[src/hw/rtl/cfa_pkg.sv]
// ============================================================================
// cfa_pkg: shared types and constants for the contiguous frame allocator
// Frame map geometry, operation and status codes, word formats and the
// command/status bundles between controller and datapath.
// ============================================================================
package cfa_pkg;

    localparam int MAX_FRAMES  = 1024;
    localparam int FPW         = 4;                       // frames per map word
    localparam int FPW_W       = $clog2(FPW);
    localparam int WORDS       = MAX_FRAMES / FPW;
    localparam int WORD_AW     = (WORDS > 1) ? $clog2(WORDS) : 1;
    localparam int WORD_W      = 2 * FPW;
    localparam int IDX_W       = WORD_AW + FPW_W;
    localparam int FNUM_W      = 20;
    localparam int CNT_W       = 11;
    localparam int STAT_W      = 3;
    localparam int ACT_W       = 2;
    localparam int CFG_IW      = 2;
    localparam int CMP_W       = ((IDX_W > CNT_W) ? IDX_W : CNT_W) + 1;
    localparam int FCOUNT_RST  = 1024;

    localparam logic [1:0] FS_FREE  = 2'b00;
    localparam logic [1:0] FS_HEAD  = 2'b01;
    localparam logic [1:0] FS_ALLOC = 2'b11;

    localparam logic [ACT_W-1:0] ACT_ALLOC   = 2'd0;
    localparam logic [ACT_W-1:0] ACT_RELEASE = 2'd1;
    localparam logic [ACT_W-1:0] ACT_MARK    = 2'd2;

    localparam logic [STAT_W-1:0] STS_OK      = 3'd0;
    localparam logic [STAT_W-1:0] STS_NOSPACE = 3'd1;
    localparam logic [STAT_W-1:0] STS_RANGE   = 3'd2;
    localparam logic [STAT_W-1:0] STS_NOTHEAD = 3'd3;
    localparam logic [STAT_W-1:0] STS_ZERO    = 3'd4;

    localparam logic [CFG_IW-1:0] CFG_BASE  = 2'd0;
    localparam logic [CFG_IW-1:0] CFG_COUNT = 2'd1;
    localparam logic [CFG_IW-1:0] CFG_INFO  = 2'd2;

    localparam logic [1:0] PH_SCAN = 2'd0;
    localparam logic [1:0] PH_MARK = 2'd1;
    localparam logic [1:0] PH_REL  = 2'd2;

    typedef struct packed {
        logic [ACT_W-1:0]  action;
        logic [FNUM_W-1:0] frame_number;
        logic [CNT_W-1:0]  count;
    } in_item_t;

    typedef struct packed {
        logic [STAT_W-1:0] status;
        logic [FNUM_W-1:0] result_frame;
        logic [CNT_W-1:0]  free_frames;
    } out_item_t;

    typedef struct packed {
        logic              load_item;
        logic              clr_start;
        logic              clr_step;
        logic              scan_start;
        logic              mark_start;
        logic              rel_start;
        logic              walk;
        logic [1:0]        phase;
        logic              res_set;
        logic [STAT_W-1:0] res_code;
        logic              out_load;
    } cmd_t;

    typedef struct packed {
        logic [ACT_W-1:0] action;
        logic             cfg_hit;
        logic             cnt_zero;
        logic             mark_ok;
        logic             rel_ok;
        logic             clr_last;
        logic             walk_idle;
        logic             found;
        logic             nothead;
        logic             out_free;
    } sts_t;

endpackage

[src/hw/rtl/contiguous_frame_allocator.sv]
// ============================================================================
// contiguous_frame_allocator: first-fit contiguous frame allocator
// One word in, one result word out per operation, one operation at a time.
// The frame map sits in a RAM holding four frames per word, and every pass
// over it moves one word per cycle. The first-fit scan of an allocate reads
// at most ceil(n/4) map words and stops at the first fit, and marking then
// writes the map words the run spans; mark-inaccessible walks the words
// spanned, and release reads from the head through the first frame past its
// run (or the pool end). Zero-count and range errors skip the map walk.
// After reset and after every configuration write all 256 map words
// (MAX_FRAMES/4) are cleared, during which s_ready stays low. A result
// waiting on m_ready does not hold off the next input word.
// ============================================================================
module contiguous_frame_allocator (
    input  logic                       aclk,
    input  logic                       aresetn,
    input  logic                       s_valid,
    output logic                       s_ready,
    input  cfa_pkg::in_item_t          s_data,
    output logic                       m_valid,
    input  logic                       m_ready,
    output cfa_pkg::out_item_t         m_data,
    input  logic                       cfg_we,
    input  logic [cfa_pkg::CFG_IW-1:0] cfg_index,
    input  logic [cfa_pkg::FNUM_W-1:0] cfg_wdata
);
    import cfa_pkg::*;

    cmd_t cmd;
    sts_t sts;

    cfa_ctrl u_ctrl (
        .aclk    (aclk),
        .aresetn (aresetn),
        .s_valid (s_valid),
        .s_ready (s_ready),
        .sts     (sts),
        .cmd     (cmd)
    );

    cfa_datapath u_dp (
        .aclk      (aclk),
        .aresetn   (aresetn),
        .cfg_we    (cfg_we),
        .cfg_index (cfg_index),
        .cfg_wdata (cfg_wdata),
        .s_data    (s_data),
        .m_ready   (m_ready),
        .m_valid   (m_valid),
        .m_data    (m_data),
        .cmd       (cmd),
        .sts       (sts)
    );

endmodule

[src/hw/rtl/cfa_ram.sv]
// ============================================================================
// cfa_ram: generic simple dual-port RAM
// One write port and one read port, read data registered.
// ============================================================================
module cfa_ram #(
    parameter int WIDTH = 8,
    parameter int DEPTH = 256,
    localparam int AW = (DEPTH > 1) ? $clog2(DEPTH) : 1
) (
    input  logic             aclk,
    input  logic             we,
    input  logic [AW-1:0]    waddr,
    input  logic [WIDTH-1:0] wdata,
    input  logic             re,
    input  logic [AW-1:0]    raddr,
    output logic [WIDTH-1:0] rdata
);

    logic [WIDTH-1:0] mem [DEPTH];

    always_ff @(posedge aclk) begin
        if (we) begin
            mem[waddr] <= wdata;
        end
        if (re) begin
            rdata <= mem[raddr];
        end
    end

endmodule

[src/hw/rtl/cfa_ctrl.sv]
// ============================================================================
// cfa_ctrl: allocator sequencer
// Steps each operation through decode, map walk and result hand-off, and
// runs the map clearing pass after reset and configuration writes.
// ============================================================================
module cfa_ctrl (
    input  logic          aclk,
    input  logic          aresetn,
    input  logic          s_valid,
    output logic          s_ready,
    input  cfa_pkg::sts_t sts,
    output cfa_pkg::cmd_t cmd
);
    import cfa_pkg::*;

    localparam logic [2:0] ST_CLEAR  = 3'd0;
    localparam logic [2:0] ST_IDLE   = 3'd1;
    localparam logic [2:0] ST_DECODE = 3'd2;
    localparam logic [2:0] ST_SCAN   = 3'd3;
    localparam logic [2:0] ST_MARK   = 3'd4;
    localparam logic [2:0] ST_REL    = 3'd5;
    localparam logic [2:0] ST_DONE   = 3'd6;

    logic [2:0] state_reg;
    logic [2:0] state_next;

    assign s_ready = (state_reg == ST_IDLE);

    always_comb begin
        cmd        = '0;
        state_next = state_reg;
        unique case (state_reg)
            ST_CLEAR: begin
                cmd.clr_step = 1'b1;
                if (sts.clr_last) begin
                    state_next = ST_IDLE;
                end
            end
            ST_IDLE: begin
                if (s_valid) begin
                    cmd.load_item = 1'b1;
                    state_next    = ST_DECODE;
                end
            end
            ST_DECODE: begin
                state_next = ST_DONE;
                cmd.res_set = 1'b1;
                unique case (sts.action)
                    ACT_ALLOC: begin
                        if (sts.cnt_zero) begin
                            cmd.res_code = STS_ZERO;
                        end else begin
                            cmd.res_set    = 1'b0;
                            cmd.scan_start = 1'b1;
                            state_next     = ST_SCAN;
                        end
                    end
                    ACT_MARK: begin
                        if (sts.cnt_zero) begin
                            cmd.res_code = STS_ZERO;
                        end else if (!sts.mark_ok) begin
                            cmd.res_code = STS_RANGE;
                        end else begin
                            cmd.res_code   = STS_OK;
                            cmd.mark_start = 1'b1;
                            state_next     = ST_MARK;
                        end
                    end
                    ACT_RELEASE: begin
                        if (!sts.rel_ok) begin
                            cmd.res_code = STS_RANGE;
                        end else begin
                            cmd.res_set   = 1'b0;
                            cmd.rel_start = 1'b1;
                            state_next    = ST_REL;
                        end
                    end
                    default: begin
                        cmd.res_code = STS_RANGE;
                    end
                endcase
            end
            ST_SCAN: begin
                cmd.phase = PH_SCAN;
                if (!sts.walk_idle) begin
                    cmd.walk = 1'b1;
                end else if (sts.found) begin
                    cmd.mark_start = 1'b1;
                    cmd.res_set    = 1'b1;
                    cmd.res_code   = STS_OK;
                    state_next     = ST_MARK;
                end else begin
                    cmd.res_set  = 1'b1;
                    cmd.res_code = STS_NOSPACE;
                    state_next   = ST_DONE;
                end
            end
            ST_MARK: begin
                cmd.phase = PH_MARK;
                if (!sts.walk_idle) begin
                    cmd.walk = 1'b1;
                end else begin
                    state_next = ST_DONE;
                end
            end
            ST_REL: begin
                cmd.phase = PH_REL;
                if (!sts.walk_idle) begin
                    cmd.walk = 1'b1;
                end else begin
                    cmd.res_set  = 1'b1;
                    cmd.res_code = sts.nothead ? STS_NOTHEAD : STS_OK;
                    state_next   = ST_DONE;
                end
            end
            ST_DONE: begin
                if (sts.out_free) begin
                    cmd.out_load = 1'b1;
                    state_next   = ST_IDLE;
                end
            end
            default: begin
                state_next = ST_CLEAR;
            end
        endcase
        // a configuration write re-initializes the map
        if (sts.cfg_hit) begin
            cmd           = '0;
            cmd.clr_start = 1'b1;
            state_next    = ST_CLEAR;
        end
    end

    always_ff @(posedge aclk) begin
        if (!aresetn) begin
            state_reg <= ST_CLEAR;
        end else begin
            state_reg <= state_next;
        end
    end

endmodule

[src/hw/rtl/cfa_datapath.sv]
// ============================================================================
// cfa_datapath: frame map, configuration and result registers
// Holds the 2-bit frame map four frames per RAM word, walks it one word per
// cycle for first-fit scan, run marking and run release, keeps the free count.
// ============================================================================
module cfa_datapath (
    input  logic                          aclk,
    input  logic                          aresetn,
    input  logic                          cfg_we,
    input  logic [cfa_pkg::CFG_IW-1:0]    cfg_index,
    input  logic [cfa_pkg::FNUM_W-1:0]    cfg_wdata,
    input  cfa_pkg::in_item_t             s_data,
    input  logic                          m_ready,
    output logic                          m_valid,
    output cfa_pkg::out_item_t            m_data,
    input  cfa_pkg::cmd_t                 cmd,
    output cfa_pkg::sts_t                 sts
);
    import cfa_pkg::*;

    localparam int SUM_W = FNUM_W + 1;

    // configuration
    logic [FNUM_W-1:0]  base_reg;
    logic [CNT_W-1:0]   fcount_reg;
    logic               info_reg;

    // operation
    in_item_t           item_reg;
    logic [WORD_AW-1:0] clr_word_reg;
    logic [WORD_AW-1:0] rd_word_reg;
    logic [WORD_AW-1:0] end_word_reg;
    logic [WORD_AW-1:0] proc_word_reg;
    logic               live_reg;
    logic               pend_reg;
    logic [CNT_W-1:0]   run_reg;
    logic               found_reg;
    logic [IDX_W-1:0]   first_reg;
    logic [IDX_W-1:0]   last_reg;
    logic               act_reg;
    logic               nothead_reg;
    logic [CNT_W-1:0]   free_count_reg;
    logic [STAT_W-1:0]  res_status_reg;
    logic [FNUM_W-1:0]  res_frame_reg;
    logic               m_valid_reg;
    out_item_t          m_data_reg;

    // derived
    logic [CNT_W-1:0]   pool_n;
    logic [CMP_W-1:0]   n_cmp;
    logic [CMP_W-1:0]   n_last;
    logic [WORD_AW-1:0] pool_end_word;
    logic [SUM_W-1:0]   fnum_x;
    logic [SUM_W-1:0]   base_x;
    logic [SUM_W-1:0]   cnt_x;
    logic [SUM_W-1:0]   n_x;
    logic               below_base;
    logic               mark_ok;
    logic               rel_ok;
    logic [IDX_W-1:0]   item_idx;
    logic [IDX_W-1:0]   first_src;
    logic [IDX_W-1:0]   last_src;
    logic [CNT_W-1:0]   free_take;
    logic [CNT_W-1:0]   free_init;
    logic [CNT_W-1:0]   free_rel;
    logic [CMP_W-1:0]   fc_sum;
    logic               clr_last;
    logic [WORD_W-1:0]  clr_data;

    // walk
    logic [WORD_W-1:0]  rdata;
    logic               scan_go;
    logic               mark_go;
    logic               rel_go;
    logic [CNT_W-1:0]   scan_run;
    logic               scan_hit;
    logic [IDX_W-1:0]   scan_first;
    logic [WORD_W-1:0]  mark_word;
    logic [WORD_W-1:0]  rel_word;
    logic               rel_act;
    logic               rel_bad;
    logic [FPW_W:0]     rel_inc;
    logic               stop_now;
    logic               issue;

    // map memory ports
    logic               ram_we;
    logic [WORD_AW-1:0] ram_waddr;
    logic [WORD_W-1:0]  ram_wdata;

    assign pool_n = (CMP_W'(fcount_reg) > CMP_W'(MAX_FRAMES)) ? CNT_W'(MAX_FRAMES)
                                                              : fcount_reg;
    assign n_cmp         = CMP_W'(pool_n);
    assign n_last        = n_cmp - CMP_W'(1);
    assign pool_end_word = n_last[IDX_W-1:FPW_W];

    assign fnum_x     = SUM_W'(item_reg.frame_number);
    assign base_x     = SUM_W'(base_reg);
    assign cnt_x      = SUM_W'(item_reg.count);
    assign n_x        = SUM_W'(pool_n);
    assign below_base = fnum_x < base_x;
    assign mark_ok    = !below_base && ((fnum_x + cnt_x) <= (base_x + n_x));
    assign rel_ok     = !below_base && (fnum_x < (base_x + n_x));
    assign item_idx   = IDX_W'(item_reg.frame_number - base_reg);

    assign first_src = (item_reg.action == ACT_ALLOC) ? first_reg : item_idx;
    assign last_src  = IDX_W'(CMP_W'(first_src) + CMP_W'(item_reg.count) - CMP_W'(1));

    assign free_take = (item_reg.count >= free_count_reg) ? '0
                                                          : free_count_reg - item_reg.count;
    assign free_init = pool_n - CNT_W'(info_reg && (pool_n != '0));

    assign clr_last = (clr_word_reg == WORD_AW'(WORDS - 1));

    always_comb begin
        clr_data = '0;
        if ((clr_word_reg == '0) && info_reg && (pool_n != '0)) begin
            clr_data[1:0] = FS_HEAD;
        end
    end

    assign scan_go = cmd.walk && pend_reg && (cmd.phase == PH_SCAN);
    assign mark_go = cmd.walk && pend_reg && (cmd.phase == PH_MARK);
    assign rel_go  = cmd.walk && pend_reg && (cmd.phase == PH_REL);

    // per-word processing for the three walks
    always_comb begin : walk_word
        logic [IDX_W-1:0] f;
        logic [CMP_W-1:0] f_cmp;
        logic [1:0]       st;
        scan_run   = run_reg;
        scan_hit   = 1'b0;
        scan_first = first_reg;
        mark_word  = rdata;
        rel_word   = rdata;
        rel_act    = act_reg;
        rel_bad    = 1'b0;
        rel_inc    = '0;
        for (int j = 0; j < FPW; j++) begin
            f     = {proc_word_reg, FPW_W'(j)};
            f_cmp = CMP_W'(f);
            st    = rdata[2*j +: 2];
            if (!scan_hit && (f_cmp < n_cmp)) begin
                scan_run = (st == FS_FREE) ? scan_run + 1'b1 : '0;
                if (scan_run == item_reg.count) begin
                    scan_hit   = 1'b1;
                    scan_first = IDX_W'(f_cmp + CMP_W'(1) - CMP_W'(item_reg.count));
                end
            end
            if (f == first_reg) begin
                mark_word[2*j +: 2] = FS_HEAD;
            end else if ((f > first_reg) && (f <= last_reg)) begin
                mark_word[2*j +: 2] = FS_ALLOC;
            end
            if (f == item_idx) begin
                if (st != FS_HEAD) begin
                    rel_bad = 1'b1;
                    rel_act = 1'b0;
                end else begin
                    rel_word[2*j +: 2] = FS_FREE;
                    rel_inc = rel_inc + 1'b1;
                end
            end else if ((f > item_idx) && rel_act) begin
                if ((f_cmp < n_cmp) && (st == FS_ALLOC)) begin
                    rel_word[2*j +: 2] = FS_FREE;
                    rel_inc = rel_inc + 1'b1;
                end else begin
                    rel_act = 1'b0;
                end
            end
        end
    end

    assign fc_sum   = CMP_W'(free_count_reg) + CMP_W'(rel_inc);
    assign free_rel = (fc_sum > n_cmp) ? pool_n : CNT_W'(fc_sum);

    assign stop_now = (scan_go && scan_hit) || (rel_go && (rel_bad || !rel_act));
    assign issue    = cmd.walk && live_reg && !stop_now;

    always_comb begin
        ram_we    = 1'b0;
        ram_waddr = proc_word_reg;
        ram_wdata = mark_word;
        if (cmd.clr_step) begin
            ram_we    = 1'b1;
            ram_waddr = clr_word_reg;
            ram_wdata = clr_data;
        end else if (mark_go) begin
            ram_we    = 1'b1;
        end else if (rel_go && !rel_bad) begin
            ram_we    = 1'b1;
            ram_wdata = rel_word;
        end
    end

    cfa_ram #(
        .WIDTH (WORD_W),
        .DEPTH (WORDS)
    ) u_map (
        .aclk  (aclk),
        .we    (ram_we),
        .waddr (ram_waddr),
        .wdata (ram_wdata),
        .re    (issue),
        .raddr (rd_word_reg),
        .rdata (rdata)
    );

    always_ff @(posedge aclk) begin
        if (!aresetn) begin
            base_reg     <= '0;
            fcount_reg   <= CNT_W'(FCOUNT_RST);
            info_reg     <= 1'b0;
            clr_word_reg <= '0;
            live_reg     <= 1'b0;
            pend_reg     <= 1'b0;
            m_valid_reg  <= 1'b0;
        end else begin
            if (cfg_we) begin
                unique case (cfg_index)
                    CFG_BASE:  base_reg   <= cfg_wdata;
                    CFG_COUNT: fcount_reg <= cfg_wdata[CNT_W-1:0];
                    CFG_INFO:  info_reg   <= cfg_wdata[0];
                    default: ;
                endcase
            end
            if (cmd.clr_start) begin
                clr_word_reg <= '0;
            end else if (cmd.clr_step) begin
                clr_word_reg <= clr_last ? '0 : clr_word_reg + 1'b1;
            end
            pend_reg <= issue;
            if (cmd.scan_start) begin
                live_reg <= (pool_n != '0);
            end else if (cmd.mark_start || cmd.rel_start) begin
                live_reg <= 1'b1;
            end else if (stop_now || (issue && (rd_word_reg == end_word_reg))) begin
                live_reg <= 1'b0;
            end
            if (cmd.out_load) begin
                m_valid_reg <= 1'b1;
            end else if (m_ready) begin
                m_valid_reg <= 1'b0;
            end
        end
    end

    always_ff @(posedge aclk) begin
        if (cmd.load_item) begin
            item_reg <= s_data;
        end
        if (cmd.scan_start) begin
            rd_word_reg  <= '0;
            end_word_reg <= pool_end_word;
            run_reg      <= '0;
            found_reg    <= 1'b0;
        end else if (cmd.mark_start) begin
            first_reg    <= first_src;
            last_reg     <= last_src;
            rd_word_reg  <= first_src[IDX_W-1:FPW_W];
            end_word_reg <= last_src[IDX_W-1:FPW_W];
        end else if (cmd.rel_start) begin
            rd_word_reg  <= item_idx[IDX_W-1:FPW_W];
            end_word_reg <= pool_end_word;
            act_reg      <= 1'b1;
            nothead_reg  <= 1'b0;
        end else begin
            if (issue) begin
                rd_word_reg   <= rd_word_reg + 1'b1;
                proc_word_reg <= rd_word_reg;
            end
            if (scan_go) begin
                run_reg <= scan_run;
                if (scan_hit) begin
                    found_reg <= 1'b1;
                    first_reg <= scan_first;
                end
            end
            if (rel_go) begin
                act_reg <= rel_act;
                if (rel_bad) begin
                    nothead_reg <= 1'b1;
                end
            end
        end
        if (cmd.clr_step && clr_last && !cmd.clr_start) begin
            free_count_reg <= free_init;
        end else if (cmd.mark_start) begin
            free_count_reg <= free_take;
        end else if (rel_go) begin
            free_count_reg <= free_rel;
        end
        if (cmd.res_set) begin
            res_status_reg <= cmd.res_code;
            res_frame_reg  <= ((cmd.res_code == STS_OK) && (item_reg.action == ACT_ALLOC))
                              ? base_reg + FNUM_W'(first_reg) : '0;
        end
        if (cmd.out_load) begin
            m_data_reg.status       <= res_status_reg;
            m_data_reg.result_frame <= res_frame_reg;
            m_data_reg.free_frames  <= free_count_reg;
        end
    end

    assign m_valid = m_valid_reg;
    assign m_data  = m_data_reg;

    assign sts.action    = item_reg.action;
    assign sts.cfg_hit   = cfg_we && ((cfg_index == CFG_BASE) || (cfg_index == CFG_COUNT)
                                      || (cfg_index == CFG_INFO));
    assign sts.cnt_zero  = (item_reg.count == '0);
    assign sts.mark_ok   = mark_ok;
    assign sts.rel_ok    = rel_ok;
    assign sts.clr_last  = clr_last;
    assign sts.walk_idle = !pend_reg && !live_reg;
    assign sts.found     = found_reg;
    assign sts.nothead   = nothead_reg;
    assign sts.out_free  = !m_valid_reg || m_ready;

endmodule

[config.mk]
export PLATFORM = sky130hd
export DESIGN_NAME = contiguous_frame_allocator
export DESIGN_NICKNAME = d
export VERILOG_FILES = /design/src/hw/rtl/cfa_pkg.sv /design/src/hw/rtl/contiguous_frame_allocator.sv /design/src/hw/rtl/cfa_ram.sv /design/src/hw/rtl/cfa_ctrl.sv /design/src/hw/rtl/cfa_datapath.sv
export SDC_FILE = /design/constraint.sdc
export NUM_CORES = 2
export LEC_CHECK = 0
export BUFFER_PORTS_ARGS = -buffer_cell sky130_fd_sc_hd__buf_4
export CAP_MARGIN = 20
export CORE_ASPECT_RATIO = 1.25
export CORE_MARGIN = 5
export CORE_UTILIZATION = 32
export CTS_BUF_LIST = sky130_fd_sc_hd__clkbuf_16
export CTS_CLUSTER_DIAMETER = 60
export DETAILED_ROUTE_END_ITERATION = 7
export PLACE_DENSITY_LB_ADDON = 0.08
export SETUP_SLACK_MARGIN = 0.3
export SLEW_MARGIN = 10
export SYNTH_ARGS = -nofsm -noshare
export SYNTH_HDL_FRONTEND = slang
export SYNTH_SLANG_ARGS = --single-unit
[constraint.sdc]
create_clock -name aclk -period 21 [get_ports aclk]
set_clock_uncertainty 0.2 [all_clocks]
set_input_delay 5.25 -clock aclk [delete_from_list [all_inputs] [get_ports aclk]]
set_output_delay 5.25 -clock aclk [all_outputs]
set_load 0.01 [all_outputs]
==> results.md <==
- CP max FO: 28
- Worst vdd rail ir drop: 60.8 uV
- Clock tree buffer depth: 4
- Overall power of the completed layout: 9.30 mW
- Hold Slack: 0.220 ns
- Width of the chip: 509 um
- Tightest slew margin relative to the limit: 0.0746
- Final TNS setup: 0 ns
- Clock tree from TritonCTS: yes
- RR Startpoint: u_dp.fcount_reg[10]
- Cts hold-fix bufs: 0
- Number of H-tree levels: 4
- Capturing point of the worst reg2reg path: u_dp.first_reg[2]
- Fin. max-slew vios: 0
- Number of rows created at floorplan: about 230
- Routed length per instance: 31.1 um
- RSZ-0062 raised after global routing: false
- Critical Path End Type: flop
- Drt first-iter violations: 4,155
- Starting density of the core: 0.321
- Slowest cell on the critical path: and4_1
- Register area share after synthesis: 0.674
- Type of the worst min-delay path: flop to flop
- Cts repair resizes: 0
- Flip-flop cell with the highest count after synthesis: edfxtp_1
- Launch instance of the worst min-delay path: u_dp.res_frame_reg[2]
- First-pass GRT wire length: 447,000 um
- Pin count of the biggest net entering global routing: 193
- Leading cell type in the layout, fill and taps excluded: edfxtp_1
- Via total after detailed routing: roughly 55,000
- Number of enable-type register cells in the synthesized netlist: 2,195
- Count of antenna-violating nets left after detailed routing: 0
- Count of nets after finishing: 6,158
- Via count of the first global-routing pass: 56,000
- Fraction of final layout cells with drive strength greater than 1: 0.221
- Final standard cell utilization of the core: 0.364
- Number of buffers created by CTS: 244
- Flip-flop count of the largest register, all copies and words added: 2,048
- Min-Delay Endpoint: u_dp.m_data[13]
- Gpl congestion: 0.876
- Static leakage: 35.5 nW
- Reg area: 67,300 um^2
- Cell area after synthesis: 99,700 um^2
- Leading cell types in the layout, fill and taps excluded: edfxtp_1 (2,195), mux4_2 (678), nor2_1 (475)
- Critical path data arrival time: between 10 and 15 ns
- Post-Synthesis Net Count: approximately 6,000
- Syn. warnings: 0
- Reg2Reg Setup Slack: 9.90 ns
- Post-CTS Setup Bufs: 0
- CP Data Required Time: 21.30 ns
- Final critical path time including I/O delays and setup: 11.10 ns
- Average cell area after synthesis: approximately 17 um^2
- Overall track demand over capacity in global routing: 0.194
- Crit path kind: flop to flop
- Cell count after synthesis: 5,735
- Actual slew at the worst max-slew pin: ~1.4 ns
- Upper clock frequency limit: 90.1 MHz
- Area growth from synthesis to layout: 13.5%
- Number of distinct standard cells referenced by the synthesized netlist: 117
- Register-to-Register Path Depth: 30
- Area of the multi-input gates: 30,700 um^2
- Asr flop ratio synth: 0
- Per-cell via count in the routed design: about 5.3
- Clock latency of the later-clocked register in the worst-skew pair: 0.92 ns
- # DRC: 0
- Synthesized flop and latch total: 2,261
- Total detailed-routing wirelength: 318,000 um
- Floorplan die area: about 320,000 um^2
- Overall overflow remaining after global route: 0
- Hpwl dp: 203,000 um
- Largest incremental delay on the critical path: 0.98 ns
- Endpoints failing hold: 0
- Number of antenna violations at the first check in global routing: 10
- Core area: 311,000 um^2
- Power density over the cells: 82.2 nW/um^2
- Vertical die dimension: 634 um
- Clk pin slew, worst setup/hold paths: 0.06 ns
- Outcome: finished, final reports clean
- Number of filler instances in the final layout: 29,000
- Port Buf Inserts: 95
- Startpoint kind of the worst setup timing path: flop
- Number of clock sinks: 2,261
- Depth of the worst hold-timing path: 0
- 1st-pass router iterations: 6
- Portion of the clock cycle consumed by the worst path in the final layout: 0.528
- Max-cap violations: 0
- Final setup violation count: 0
- Root cell of the clock tree: clkbuf_16
- Number of ports placed on the die boundary: 96
==> cell families after synthesis <==
family / synth area share
AOI/OAI and AO/OA: 0.0470
xor gates and xnor gates: 0.0145
adders and majority gates: 0.0287
buffers and inverters: 0.0188
DFF: 0.674
muxes: 0.161
and+or+nand+nor: 0.0553
==> worst max-delay path by stage <==
stage | start | endpoint | slack (ns)
2_1_floorplan | cfg_index[0] | u_dp.u_map.mem[0][3] | 1.99
5_1_grt | u_dp.fcount_reg[10] | u_dp.first_reg[2] | 9.36
3_5_place_dp | u_dp.fcount_reg[10] | u_dp.first_reg[0] | 10.16
6_report | u_dp.fcount_reg[10] | u_dp.first_reg[2] | 9.90
4_1_cts | u_dp.fcount_reg[10] | u_dp.first_reg[3] | 10.16
3_3_place_gp | u_dp.fcount_reg[10] | u_dp.first_reg[2] | 10.29
==> where the power goes <==
part           switching, mW  internal, mW  leakage, nW
sequential           0.00499          4.93         20.6
clock                   1.82          2.36         3.92
combinational          0.136        0.0548         10.9
==> per-stage QoR <==
stage | setup slack [ns] | std cells | instance area (um^2)
finish | 9.90 | 10200 | 113000
global route | 9.36 | 10200 | 113000
CTS | 10.16 | 10200 | 113000
detailed placement | 10.16 | 9790 | 106000
global placement | 10.29 | 9790 | 106000
floorplan | 1.99 | 5735 | 99700
==> synth_stat cells (68+ instances only) <==
cell         n  area, um^2
a21oi_1    163         816
buf_1       75         282
clkbuf_1   209         785
edfxtp_1  2195       65900
ha_1       206        2580
inv_1      164         616
mux4_2     678       15300
nand2_1    249         935
nand3_1     88         440
nor2_1     480        1800
nor3_1      68         340
o21ai_0    142         711
xnor2_1    111         972
==> final cells by class <==
type | count | area share
diodes | 4 | 0.0000884
clock buffers | 245 | 0.0542
clock inverters | 198 | 0.0134
inverters | 168 | 0.00557
multi-input cells | 2994 | 0.272
flip-flops and latches | 2261 | 0.594
well taps | 4158 | 0.0460
repair buffers | 209 | 0.0151
==> critical path, delay by kind of cell, from the launching register on <==
family          cells  cell delay, ns
buf+inv             2            0.64
mux                 2            0.61
simple gates       15            5.15
fa+ha+maj           3            1.27
compound gates      8            2.25
flops               1            0.55
==> routing by layer <==
layer	global-route usage	share of wire
met1	0.250	0.41
met2	0.342	0.51
met5	0	0
met4	0.0566	0.033
met3	0.0234	0.039
(Power assumes the default switching activity.)
